File: src/rtl/lcsp_pkg.sv
`default_nettype none

package lcsp_pkg;

  localparam int unsigned LANE_COUNT_DEF = 3;
  localparam int unsigned PATH_LEN_DEF   = 50;

  localparam int unsigned OP_W   = 2;
  localparam int unsigned S_W    = 21;
  localparam int unsigned PTS_W  = 6;
  localparam int unsigned D_W    = 13;
  localparam int unsigned V_W    = 16;
  localparam int unsigned LANE_W = 2;
  localparam int unsigned SPD_W  = 14;
  localparam int unsigned GAP_W  = 16;
  localparam int unsigned STEP_W = 10;
  localparam int unsigned LW_W   = 12;

  localparam int unsigned CFG_IDX_W  = 3;
  localparam int unsigned CFG_DATA_W = 16;

  localparam logic [OP_W-1:0] OP_BEGIN   = 2'd0;
  localparam logic [OP_W-1:0] OP_VEHICLE = 2'd1;
  localparam logic [OP_W-1:0] OP_END     = 2'd2;

  localparam logic [CFG_IDX_W-1:0] CFG_GAP_AHEAD   = 3'd0;
  localparam logic [CFG_IDX_W-1:0] CFG_GAP_BEHIND  = 3'd1;
  localparam logic [CFG_IDX_W-1:0] CFG_SPEED_STEP  = 3'd2;
  localparam logic [CFG_IDX_W-1:0] CFG_SPEED_LIMIT = 3'd3;
  localparam logic [CFG_IDX_W-1:0] CFG_LANE_WIDTH  = 3'd4;

  localparam logic [GAP_W-1:0]  GAP_AHEAD_RST   = 16'd7680;
  localparam logic [GAP_W-1:0]  GAP_BEHIND_RST  = 16'd2560;
  localparam logic [STEP_W-1:0] SPEED_STEP_RST  = 10'd115;
  localparam logic [SPD_W-1:0]  SPEED_LIMIT_RST = 14'd12672;
  localparam logic [LW_W-1:0]   LANE_WIDTH_RST  = 12'd1024;
  localparam logic [LANE_W-1:0] LANE_RST        = 2'd1;
  localparam logic [SPD_W-1:0]  SPEED_MAX       = '1;

  localparam int unsigned FLAG_W     = 3;
  localparam int unsigned FLAG_OWN   = 0;
  localparam int unsigned FLAG_LEFT  = 1;
  localparam int unsigned FLAG_RIGHT = 2;

  localparam int unsigned ALU_W  = 32;
  localparam int unsigned MUL_W  = 23;
  localparam int unsigned PROD_W = 2 * MUL_W;

  localparam int unsigned PROJ_DIV    = 50;
  localparam int unsigned RECIP_SHIFT = 28;
  localparam int unsigned RECIP       = ((1 << RECIP_SHIFT) + PROJ_DIV - 1) / PROJ_DIV;

  localparam logic [ALU_W-1:0] ROOT_BIT_INIT = ALU_W'(1) << (ALU_W - 2);

  localparam int unsigned DIFF_W = S_W + 2;

  typedef enum logic [1:0] {
    ALU_ADD,
    ALU_SUB,
    ALU_MUL
  } alu_op_e;

  typedef struct packed {
    alu_op_e          op;
    logic [ALU_W-1:0] a;
    logic [ALU_W-1:0] b;
  } alu_req_t;

endpackage

`default_nettype wire

File: src/rtl/lcsp_if.sv
`default_nettype none

interface lcsp_req_if
  import lcsp_pkg::*;
();
  logic                    valid;
  logic                    ready;
  logic [OP_W-1:0]         opcode;
  logic [S_W-1:0]          ego_s;
  logic [S_W-1:0]          path_end_s;
  logic [PTS_W-1:0]        path_points;
  logic signed [D_W-1:0]   other_d;
  logic signed [V_W-1:0]   other_vx;
  logic signed [V_W-1:0]   other_vy;
  logic [S_W-1:0]          other_s;

  modport source (
    output valid, opcode, ego_s, path_end_s, path_points, other_d, other_vx, other_vy,
           other_s,
    input  ready
  );
  modport sink (
    input  valid, opcode, ego_s, path_end_s, path_points, other_d, other_vx, other_vy,
           other_s,
    output ready
  );
endinterface

interface lcsp_rsp_if
  import lcsp_pkg::*;
();
  logic              valid;
  logic              ready;
  logic [LANE_W-1:0] target_lane;
  logic [SPD_W-1:0]  reference_speed;
  logic              blocked_own;
  logic              blocked_left;
  logic              blocked_right;

  modport source (
    output valid, target_lane, reference_speed, blocked_own, blocked_left, blocked_right,
    input  ready
  );
  modport sink (
    input  valid, target_lane, reference_speed, blocked_own, blocked_left, blocked_right,
    output ready
  );
endinterface

`default_nettype wire

File: src/rtl/lcsp_alu.sv
`default_nettype none

module lcsp_alu
  import lcsp_pkg::*;
(
  input  alu_req_t            req_i,
  output logic [PROD_W-1:0]   res_o
);

  logic [ALU_W:0] sum;

  always_comb begin
    sum   = '0;
    res_o = '0;
    unique case (req_i.op)
      ALU_ADD: begin
        sum   = {1'b0, req_i.a} + {1'b0, req_i.b};
        res_o = PROD_W'(sum);
      end
      ALU_SUB: begin
        sum   = {1'b0, req_i.a} - {1'b0, req_i.b};
        res_o = PROD_W'(sum);
      end
      ALU_MUL: begin
        res_o = req_i.a[MUL_W-1:0] * req_i.b[MUL_W-1:0];
      end
      default: begin
        res_o = '0;
      end
    endcase
  end

endmodule

`default_nettype wire

File: src/rtl/lcsp_lane.sv
`default_nettype none

module lcsp_lane
  import lcsp_pkg::*;
(
  input  logic signed [D_W-1:0] d_i,
  input  logic [LW_W-1:0]       width_i,
  input  logic [LANE_W-1:0]     lane_i,
  output logic [FLAG_W-1:0]     hit_o
);

  localparam int unsigned BND_W = LW_W + 5;

  logic signed [BND_W-1:0] w_s;
  logic signed [BND_W-1:0] d_s;
  logic signed [BND_W-1:0] lo [FLAG_W];
  logic signed [BND_W-1:0] hi [FLAG_W];
  logic signed [3:0]       k  [FLAG_W];

  always_comb begin
    w_s = $signed({{(BND_W-LW_W){1'b0}}, width_i});
    d_s = BND_W'(d_i);
    k[FLAG_OWN]   = $signed({2'b00, lane_i});
    k[FLAG_LEFT]  = $signed({2'b00, lane_i}) - 4'sd1;
    k[FLAG_RIGHT] = $signed({2'b00, lane_i}) + 4'sd1;
    for (int i = 0; i < FLAG_W; i++) begin
      lo[i]    = BND_W'(w_s * BND_W'(k[i]));
      hi[i]    = lo[i] + w_s;
      hit_o[i] = (d_s > lo[i]) && (d_s < hi[i]);
    end
  end

endmodule

`default_nettype wire

File: src/rtl/lane_change_speed_planner.sv
// Highway lane and speed planner. Requests carry an opcode: begin frame (latch the own
// position and path point count, clear the blocked flags), vehicle (fold one nearby car
// into the blocked flags) or end frame (decide lane and reference speed and return one
// response). Begin, end and unused opcodes are handled in the idle state. A vehicle
// request keeps req_i.ready low until the car is folded in, so none is taken before then;
// one shared multiply/add/subtract unit steps through two squares, a 16-step
// integer square root, the projection scale and reciprocal multiply, and the gap
// compare. The end-frame response lands in an output register the cycle after the
// request and is held until rsp_o.ready; a new begin or vehicle request is taken
// meanwhile only while that register is free or being drained. Configuration writes are
// single-cycle and take effect at once.
`default_nettype none

module lane_change_speed_planner
  import lcsp_pkg::*;
#(
  parameter int unsigned LANE_COUNT = LANE_COUNT_DEF,
  parameter int unsigned PATH_LEN   = PATH_LEN_DEF
) (
  input  logic                  clk_i,
  input  logic                  rst_ni,
  lcsp_req_if.sink              req_i,
  lcsp_rsp_if.source            rsp_o,
  input  logic                  cfg_we_i,
  input  logic [CFG_IDX_W-1:0]  cfg_idx_i,
  input  logic [CFG_DATA_W-1:0] cfg_data_i
);

  localparam logic [3:0] ST_IDLE  = 4'd0;
  localparam logic [3:0] ST_SQX   = 4'd1;
  localparam logic [3:0] ST_SQY   = 4'd2;
  localparam logic [3:0] ST_SUM   = 4'd3;
  localparam logic [3:0] ST_ROOT  = 4'd4;
  localparam logic [3:0] ST_SCALE = 4'd5;
  localparam logic [3:0] ST_RECIP = 4'd6;
  localparam logic [3:0] ST_PROJ  = 4'd7;
  localparam logic [3:0] ST_DIFF  = 4'd8;
  localparam logic [3:0] ST_FLAG  = 4'd9;

  logic [3:0] state_q, state_d;

  logic [GAP_W-1:0]  gap_ahead_q, gap_behind_q;
  logic [STEP_W-1:0] speed_step_q;
  logic [SPD_W-1:0]  speed_limit_q;
  logic [LW_W-1:0]   lane_width_q;

  logic [LANE_W-1:0] lane_q, lane_d;
  logic [SPD_W-1:0]  speed_q, speed_d;
  logic [S_W-1:0]    fpos_q, fpos_d;
  logic [PTS_W-1:0]  fpts_q, fpts_d;
  logic [FLAG_W-1:0] flags_q, flags_d;

  logic [V_W:0]          ax_q, ax_d, ay_q, ay_d;
  logic signed [D_W-1:0] d_q, d_d;
  logic [S_W-1:0]        s_q, s_d;
  logic [ALU_W-1:0]      v_q, v_d, t_q, t_d, root_q, root_d, bit_q, bit_d;

  logic              out_valid_q, out_valid_d;
  logic [LANE_W-1:0] out_lane_q, out_lane_d;
  logic [SPD_W-1:0]  out_speed_q, out_speed_d;
  logic [FLAG_W-1:0] out_flags_q, out_flags_d;

  alu_req_t         alu_req;
  logic [PROD_W-1:0] alu_res;
  logic [FLAG_W-1:0] lane_hit;

  logic              accept;
  logic [V_W:0]      vx_ext, vy_ext;
  logic [PTS_W-1:0]  pts_clamp;
  logic [SPD_W-1:0]  dec_speed, inc_speed;
  logic [SPD_W:0]    inc_sum;
  logic [DIFF_W-1:0] diff, diff_neg;
  logic              ahead, behind;

  lcsp_alu u_alu (
    .req_i (alu_req),
    .res_o (alu_res)
  );

  lcsp_lane u_lane (
    .d_i     (d_q),
    .width_i (lane_width_q),
    .lane_i  (lane_q),
    .hit_o   (lane_hit)
  );

  assign req_i.ready = (state_q == ST_IDLE) && (!out_valid_q || rsp_o.ready);
  assign accept      = req_i.valid && req_i.ready;

  assign rsp_o.valid           = out_valid_q;
  assign rsp_o.target_lane     = out_lane_q;
  assign rsp_o.reference_speed = out_speed_q;
  assign rsp_o.blocked_own     = out_flags_q[FLAG_OWN];
  assign rsp_o.blocked_left    = out_flags_q[FLAG_LEFT];
  assign rsp_o.blocked_right   = out_flags_q[FLAG_RIGHT];

  always_comb begin
    alu_req.op = ALU_ADD;
    alu_req.a  = '0;
    alu_req.b  = '0;
    unique case (state_q)
      ST_SQX: begin
        alu_req.op = ALU_MUL;
        alu_req.a  = ALU_W'(ax_q);
        alu_req.b  = ALU_W'(ax_q);
      end
      ST_SQY: begin
        alu_req.op = ALU_MUL;
        alu_req.a  = ALU_W'(ay_q);
        alu_req.b  = ALU_W'(ay_q);
      end
      ST_SUM: begin
        alu_req.op = ALU_ADD;
        alu_req.a  = v_q;
        alu_req.b  = t_q;
      end
      ST_ROOT: begin
        alu_req.op = ALU_SUB;
        alu_req.a  = v_q;
        alu_req.b  = root_q | bit_q;
      end
      ST_SCALE: begin
        alu_req.op = ALU_MUL;
        alu_req.a  = ALU_W'(fpts_q);
        alu_req.b  = root_q;
      end
      ST_RECIP: begin
        alu_req.op = ALU_MUL;
        alu_req.a  = t_q;
        alu_req.b  = ALU_W'(RECIP);
      end
      ST_PROJ: begin
        alu_req.op = ALU_ADD;
        alu_req.a  = ALU_W'(s_q);
        alu_req.b  = t_q;
      end
      ST_DIFF: begin
        alu_req.op = ALU_SUB;
        alu_req.a  = v_q;
        alu_req.b  = ALU_W'(fpos_q);
      end
      default: begin
        alu_req.op = ALU_ADD;
      end
    endcase
  end

  always_comb begin
    vx_ext    = {req_i.other_vx[V_W-1], req_i.other_vx};
    vy_ext    = {req_i.other_vy[V_W-1], req_i.other_vy};
    pts_clamp = (req_i.path_points > PTS_W'(PATH_LEN)) ? PTS_W'(PATH_LEN) : req_i.path_points;

    dec_speed = (speed_q > SPD_W'(speed_step_q)) ? speed_q - SPD_W'(speed_step_q) : '0;
    inc_sum   = {1'b0, speed_q} + (SPD_W+1)'(speed_step_q);
    inc_speed = inc_sum[SPD_W] ? SPEED_MAX : inc_sum[SPD_W-1:0];

    diff     = v_q[DIFF_W-1:0];
    diff_neg = '0 - diff;
    ahead    = !diff[DIFF_W-1] && (diff != '0) && (diff < DIFF_W'(gap_ahead_q));
    behind   = diff[DIFF_W-1] && (diff_neg < DIFF_W'(gap_behind_q));
  end

  always_comb begin
    state_d     = state_q;
    lane_d      = lane_q;
    speed_d     = speed_q;
    fpos_d      = fpos_q;
    fpts_d      = fpts_q;
    flags_d     = flags_q;
    ax_d        = ax_q;
    ay_d        = ay_q;
    d_d         = d_q;
    s_d         = s_q;
    v_d         = v_q;
    t_d         = t_q;
    root_d      = root_q;
    bit_d       = bit_q;
    out_valid_d = out_valid_q && !rsp_o.ready;
    out_lane_d  = out_lane_q;
    out_speed_d = out_speed_q;
    out_flags_d = out_flags_q;

    unique case (state_q)
      ST_IDLE: begin
        if (accept) begin
          case (req_i.opcode)
            OP_BEGIN: begin
              fpts_d  = pts_clamp;
              fpos_d  = (pts_clamp != '0) ? req_i.path_end_s : req_i.ego_s;
              flags_d = '0;
            end
            OP_VEHICLE: begin
              ax_d    = vx_ext[V_W] ? (~vx_ext + 1'b1) : vx_ext;
              ay_d    = vy_ext[V_W] ? (~vy_ext + 1'b1) : vy_ext;
              d_d     = req_i.other_d;
              s_d     = req_i.other_s;
              state_d = ST_SQX;
            end
            OP_END: begin
              if (flags_q[FLAG_OWN]) begin
                speed_d = dec_speed;
                if (!flags_q[FLAG_LEFT] && (lane_q != '0)) begin
                  lane_d = lane_q - 1'b1;
                end else if (!flags_q[FLAG_RIGHT] && (lane_q < LANE_W'(LANE_COUNT - 1))) begin
                  lane_d = lane_q + 1'b1;
                end
              end else if (speed_q < speed_limit_q) begin
                speed_d = inc_speed;
              end
              out_valid_d = 1'b1;
              out_lane_d  = lane_d;
              out_speed_d = speed_d;
              out_flags_d = flags_q;
            end
            default: begin
            end
          endcase
        end
      end
      ST_SQX: begin
        v_d     = alu_res[ALU_W-1:0];
        state_d = ST_SQY;
      end
      ST_SQY: begin
        t_d     = alu_res[ALU_W-1:0];
        state_d = ST_SUM;
      end
      ST_SUM: begin
        v_d     = alu_res[ALU_W-1:0];
        root_d  = '0;
        bit_d   = ROOT_BIT_INIT;
        state_d = ST_ROOT;
      end
      ST_ROOT: begin
        if (!alu_res[ALU_W]) begin
          v_d    = alu_res[ALU_W-1:0];
          root_d = (root_q >> 1) | bit_q;
        end else begin
          root_d = root_q >> 1;
        end
        bit_d = bit_q >> 2;
        if (bit_q[0]) begin
          state_d = ST_SCALE;
        end
      end
      ST_SCALE: begin
        t_d     = alu_res[ALU_W-1:0];
        state_d = ST_RECIP;
      end
      ST_RECIP: begin
        t_d     = ALU_W'(alu_res[PROD_W-1:RECIP_SHIFT]);
        state_d = ST_PROJ;
      end
      ST_PROJ: begin
        v_d     = alu_res[ALU_W-1:0];
        state_d = ST_DIFF;
      end
      ST_DIFF: begin
        v_d     = alu_res[ALU_W-1:0];
        state_d = ST_FLAG;
      end
      ST_FLAG: begin
        flags_d[FLAG_OWN]   = flags_q[FLAG_OWN] | (ahead & lane_hit[FLAG_OWN]);
        flags_d[FLAG_LEFT]  = flags_q[FLAG_LEFT] | ((ahead | behind) & lane_hit[FLAG_LEFT]);
        flags_d[FLAG_RIGHT] = flags_q[FLAG_RIGHT] | ((ahead | behind) & lane_hit[FLAG_RIGHT]);
        state_d             = ST_IDLE;
      end
      default: begin
        state_d = ST_IDLE;
      end
    endcase
  end

  always_ff @(posedge clk_i or negedge rst_ni) begin
    if (!rst_ni) begin
      state_q     <= ST_IDLE;
      lane_q      <= LANE_RST;
      speed_q     <= '0;
      fpos_q      <= '0;
      fpts_q      <= '0;
      flags_q     <= '0;
      out_valid_q <= 1'b0;
    end else begin
      state_q     <= state_d;
      lane_q      <= lane_d;
      speed_q     <= speed_d;
      fpos_q      <= fpos_d;
      fpts_q      <= fpts_d;
      flags_q     <= flags_d;
      out_valid_q <= out_valid_d;
    end
  end

  always_ff @(posedge clk_i or negedge rst_ni) begin
    if (!rst_ni) begin
      gap_ahead_q   <= GAP_AHEAD_RST;
      gap_behind_q  <= GAP_BEHIND_RST;
      speed_step_q  <= SPEED_STEP_RST;
      speed_limit_q <= SPEED_LIMIT_RST;
      lane_width_q  <= LANE_WIDTH_RST;
    end else if (cfg_we_i) begin
      unique case (cfg_idx_i)
        CFG_GAP_AHEAD:   gap_ahead_q   <= cfg_data_i[GAP_W-1:0];
        CFG_GAP_BEHIND:  gap_behind_q  <= cfg_data_i[GAP_W-1:0];
        CFG_SPEED_STEP:  speed_step_q  <= cfg_data_i[STEP_W-1:0];
        CFG_SPEED_LIMIT: speed_limit_q <= cfg_data_i[SPD_W-1:0];
        CFG_LANE_WIDTH:  lane_width_q  <= cfg_data_i[LW_W-1:0];
        default: begin
        end
      endcase
    end
  end

  always_ff @(posedge clk_i) begin
    ax_q        <= ax_d;
    ay_q        <= ay_d;
    d_q         <= d_d;
    s_q         <= s_d;
    v_q         <= v_d;
    t_q         <= t_d;
    root_q      <= root_d;
    bit_q       <= bit_d;
    out_lane_q  <= out_lane_d;
    out_speed_q <= out_speed_d;
    out_flags_q <= out_flags_d;
  end

endmodule

`default_nettype wire

File: src/flat_wrapper.sv
// flat-port wrapper written by rule: the top's interface ports become plain ports
module lane_change_speed_planner_flat import lcsp_pkg::*;
#(
  parameter int unsigned LANE_COUNT = LANE_COUNT_DEF,
  parameter int unsigned PATH_LEN   = PATH_LEN_DEF
)
  (clk_i, rst_ni, cfg_we_i, cfg_idx_i, cfg_data_i, req_i_valid, req_i_opcode, req_i_ego_s, req_i_path_end_s, req_i_path_points, req_i_other_d, req_i_other_vx, req_i_other_vy, req_i_other_s, req_i_ready, rsp_o_valid, rsp_o_target_lane, rsp_o_reference_speed, rsp_o_blocked_own, rsp_o_blocked_left, rsp_o_blocked_right, rsp_o_ready);
  lcsp_req_if req_i_i ();
  lcsp_rsp_if rsp_o_i ();
  input  logic clk_i;
  input  logic rst_ni;
  input  logic cfg_we_i;
  input  logic [CFG_IDX_W-1:0] cfg_idx_i;
  input  logic [CFG_DATA_W-1:0] cfg_data_i;
  input wire logic [$bits(req_i_i.valid)-1:0] req_i_valid;
  input wire logic [$bits(req_i_i.opcode)-1:0] req_i_opcode;
  input wire logic [$bits(req_i_i.ego_s)-1:0] req_i_ego_s;
  input wire logic [$bits(req_i_i.path_end_s)-1:0] req_i_path_end_s;
  input wire logic [$bits(req_i_i.path_points)-1:0] req_i_path_points;
  input wire logic [$bits(req_i_i.other_d)-1:0] req_i_other_d;
  input wire logic [$bits(req_i_i.other_vx)-1:0] req_i_other_vx;
  input wire logic [$bits(req_i_i.other_vy)-1:0] req_i_other_vy;
  input wire logic [$bits(req_i_i.other_s)-1:0] req_i_other_s;
  output wire logic [$bits(req_i_i.ready)-1:0] req_i_ready;
  output wire logic [$bits(rsp_o_i.valid)-1:0] rsp_o_valid;
  output wire logic [$bits(rsp_o_i.target_lane)-1:0] rsp_o_target_lane;
  output wire logic [$bits(rsp_o_i.reference_speed)-1:0] rsp_o_reference_speed;
  output wire logic [$bits(rsp_o_i.blocked_own)-1:0] rsp_o_blocked_own;
  output wire logic [$bits(rsp_o_i.blocked_left)-1:0] rsp_o_blocked_left;
  output wire logic [$bits(rsp_o_i.blocked_right)-1:0] rsp_o_blocked_right;
  input wire logic [$bits(rsp_o_i.ready)-1:0] rsp_o_ready;
  assign req_i_i.valid = req_i_valid;
  assign req_i_i.opcode = req_i_opcode;
  assign req_i_i.ego_s = req_i_ego_s;
  assign req_i_i.path_end_s = req_i_path_end_s;
  assign req_i_i.path_points = req_i_path_points;
  assign req_i_i.other_d = req_i_other_d;
  assign req_i_i.other_vx = req_i_other_vx;
  assign req_i_i.other_vy = req_i_other_vy;
  assign req_i_i.other_s = req_i_other_s;
  assign req_i_ready = req_i_i.ready;
  assign rsp_o_valid = rsp_o_i.valid;
  assign rsp_o_target_lane = rsp_o_i.target_lane;
  assign rsp_o_reference_speed = rsp_o_i.reference_speed;
  assign rsp_o_blocked_own = rsp_o_i.blocked_own;
  assign rsp_o_blocked_left = rsp_o_i.blocked_left;
  assign rsp_o_blocked_right = rsp_o_i.blocked_right;
  assign rsp_o_i.ready = rsp_o_ready;
  lane_change_speed_planner #(.LANE_COUNT(LANE_COUNT), .PATH_LEN(PATH_LEN)) u_core (.clk_i(clk_i), .rst_ni(rst_ni), .req_i(req_i_i), .rsp_o(rsp_o_i), .cfg_we_i(cfg_we_i), .cfg_idx_i(cfg_idx_i), .cfg_data_i(cfg_data_i));
endmodule
File: config.mk
export PLATFORM = sky130hd
export DESIGN_NAME = lane_change_speed_planner_flat
export DESIGN_NICKNAME = d
export VERILOG_FILES = /design/src/rtl/lcsp_pkg.sv /design/src/rtl/lcsp_if.sv /design/src/rtl/lcsp_alu.sv /design/src/rtl/lcsp_lane.sv /design/src/rtl/lane_change_speed_planner.sv /design/src/flat_wrapper.sv
export SDC_FILE = /design/constraint.sdc
export NUM_CORES = 2
export LEC_CHECK = 0
export BUFFER_PORTS_ARGS = -buffer_cell sky130_fd_sc_hd__clkbuf_2
export CAP_MARGIN = 20
export CORE_MARGIN = 3
export CORE_UTILIZATION = 45
export CTS_CLUSTER_DIAMETER = 100
export DETAILED_ROUTE_END_ITERATION = 6
export MAX_ROUTING_LAYER = met4
export PLACE_DENSITY = 0.66
export SYNTH_ARGS = -nofsm -noshare
export SYNTH_HDL_FRONTEND = slang
export SYNTH_SLANG_ARGS = --single-unit
File: constraint.sdc
create_clock -name clk_i -period 9.38 [get_ports clk_i]
set_clock_uncertainty 0.1 [all_clocks]
set_input_delay 1.407 -clock clk_i [delete_from_list [all_inputs] [get_ports clk_i]]
set_output_delay 1.407 -clock clk_i [all_outputs]
set_load 0.01 [all_outputs]
==> metrics.txt <==
status=finished clean; clock latency on the worst-skew pair=approximately 0.54 ns; WP buf/inv=15; Fill cells=between 8000 and 9000; violation count after the first detailed-route iteration=3052; most frequent cell after synthesis=inv_1; Netlist Area Pre-Place=~0.042 sq mm; CP Capture Type=flip-flop; Most common cell on crit path=fa_1; vias=35320; Ys Warns=0; Die Y=about 310 microns; Async S/R FF share, synth=37.54%; CP top delay family=adder cells; CTS clk-pin slew, worst paths=approximately 0.060 ns; fin crit share=96.72%; crit path time final=a little over 9 ns; Initial DRT Pass Iterations=6; grt ovf=0; Post-synth EDFFs=198; dpl ws=0.2260 ns; # DRC=0; WP data required=between 9 and 10 ns; Fin. Hold Viols=0; die width=312.6 microns; number of global-route vias before repair=35510; hold crit path type=reg -> reg; Critical-path top delay cell=fa_1; Synth area leader=fa_1; critical path launch point type=flip-flop; I/O pin count=~160; Placer Congestion=1.003; hpwl dp=112400 microns; maximum clock frequency=110.2 MHz; first-pass GRT wire length=approximately 210000 microns; cell count after synthesis=4780; antenna viol nets, final=0; Synth top cells by count=inv_1, nand2_1, fa_1, ha_1, nor2_1; cts bufs inserted=36; CP max stage delay=0.53 ns; endpoints failing setup=0; count of nets after finishing=between 6000 and 7000; synth-to-layout area growth=11.35%; TritonCTS clock tree=built; CP max FO=41; top cells by area, synth=fa_1, edfxtp_1, ha_1; wire length per cell=between 20 and 25 microns; ratio of cells with drive above 1 in the final layout=11.60%; clk buf depth=3; Worst Tran Pin Value=1.124 ns; htree depth=2; Port Buf Inserts=160; synthesized flop and latch total=317; drt total wl=about 140000 microns; die area=between 0.09 and 0.1 sq mm; Yosys cell types=91; Starting Density=45.73%; # rows=111; Seq/Total Area, Yosys=about a fifth; hold_buf cts=0; All-Layer GR Usage=29.16%; register-to-register setup slack=0.31 ns; root buffer cell=clkbuf_16; PnR worst setup slack=0.3072 ns; ys flop type=edfxtp_1; vias per inst=~5.6; largest net degree at the start of global routing=68; Core Box Area=0.09250 sq mm; syn avg cell area=8.849 sq um; Worst EP arrival=just over 9 ns; initial antenna violation count=0; clk sinks=317; number of max-cap violations=0; Slew HR=24.24%; critical setup path kind=reg -> reg; top cell type's share of synthesized area=22.15%; fin. max-slew vios=0
==> kinds of logic after synthesis <==
| group | Yosys count | share of synthesized area [%] |
|---|---|---|
| other | 1 | 0.008865 |
| muxes | 87 | 2.204 |
| DFF | 317 | 21.15 |
| AOI/OAI and AO/OA | 828 | 12.81 |
| xor gates and xnor gates | 205 | 4.245 |
| adders and majority gates | 907 | 35.13 |
| and+or+nand+nor | 1476 | 15.86 |
| buffers and inverters | 959 | 8.590 |
==> repair_timing <==
action,CTS,global route
setup endpoints to repair,0,59
gates resized for setup,0,46
setup buffers,0,9
==> worst paths after layout <==
path | startpoint | endpoint | cells after the start
setup reg to reg | u_core.state_q[0]$_DFFE_PN0P_ | u_core.v_q[22]$_DFFE_PP_ | 36
hold reg to reg | u_core.fpts_q[5]$_DFFE_PN0P_ | u_core.fpts_q[5]$_DFFE_PN0P_ | 2
min in group asynchronous | rst_ni | u_core.speed_step_q[9]$_DFFE_PN0P_ | 1
hold / removal | u_core.fpts_q[5]$_DFFE_PN0P_ | u_core.fpts_q[5]$_DFFE_PN0P_ | 2
setup / recovery | u_core.state_q[0]$_DFFE_PN0P_ | u_core.v_q[22]$_DFFE_PP_ | 36
max in group asynchronous | rst_ni | u_core.state_q[1]$_DFFE_PN0P_ | 2
==> worst register-to-register path, delay by kind of cell (launching register included) <==
kind	cells	cell delay, ns
buf+inv	15	2.04
simple gates	6	1.02
fa+ha+maj	8	3.79
mux	1	0.12
flops	1	0.44
compound gates	5	1.13
xor+xnor	1	0.13
==> per-layer routing <==
layer / GRT usage [%] / routed length, microns / vias to the layer above / share of wire, %
li1: - / - / 16180 / -
met1: 38.22 / 58150 / 17510 / 42
met2: 47.55 / 65820 / 1372 / 47
met3: 3.236 / 9561 / 263 / 6.9
met4: 9.340 / 5127 / 0 / 3.7
met5: - / 0 / - / 0
==> layout make-up <==
cell class | count | area (sq um) | area share, %
Clock buffer | 50 | 1026 | 2.178
Clock inverter | 16 | 173.9 | 0.3692
Timing Repair Buffer | 366 | 2526 | 5.363
Multi-Input combinational cell | 3505 | 29970 | 63.62
Tap cell | 1243 | 1555 | 3.302
Antenna cell | 1 | 2.502 | 0.005313
Sequential cell | 317 | 8947 | 19.00
Inverter | 764 | 2902 | 6.160
==> registers in the layout (all words and copies together), names as in the netlist, 12 cells and up <==
| signal | cells |
|---|---|
| u_core.ax_q | 17 |
| u_core.ay_q | 17 |
| u_core.bit_q | 16 |
| u_core.d_q | 13 |
| u_core.fpos_q | 21 |
| u_core.gap_ahead_q | 16 |
| u_core.gap_behind_q | 16 |
| u_core.lane_width_q | 12 |
| u_core.root_q | 31 |
| u_core.rsp_o.reference_speed | 14 |
| u_core.s_q | 21 |
| u_core.speed_limit_q | 14 |
| u_core.speed_q | 14 |
| u_core.t_q | 32 |
| u_core.v_q | 32 |
==> layout by cell type (no fill, tap or decap), types with 36 or more instances in the layout <==
cell type / count
and2_1: 89
xnor2_1: 138
nor3_1: 36
a21oi_1: 182
mux2_2: 46
nand2b_1: 54
fa_1: 468
a21o_1: 85
inv_1: 748
nor2_1: 355
edfxtp_1: 198
buf_4: 188
clkbuf_2: 161
xor2_1: 67
clkbuf_16: 39
nor2b_1: 50
ha_1: 439
nand3_1: 57
o21ai_0: 208
dfrtp_1: 100
nand2_1: 659
mux2i_1: 40
==> stage by stage <==
step / hold slack (ns) / instance area, sq um / cells / TNS (ns) / utilization, %
2_1_floorplan: 0.3391 / 42310 / 4781 / 0 / -
3_3_place_gp: 0.3731 / 45570 / 6181 / 0 / 49.27
3_5_place_dp: 0.3800 / 45580 / 6182 / 0 / 49.28
4_1_cts: 0.4008 / 46780 / 6248 / 0 / 50.58
5_1_grt: 0.4196 / 47100 / 6261 / -0.005346 / 50.92
6_report: 0.3963 / 47100 / 6262 / 0 / 50.92
Power is left out: the tool's default activity adds up to more than one toggle a clock period on the data nets, which glitch-free logic cannot reach.
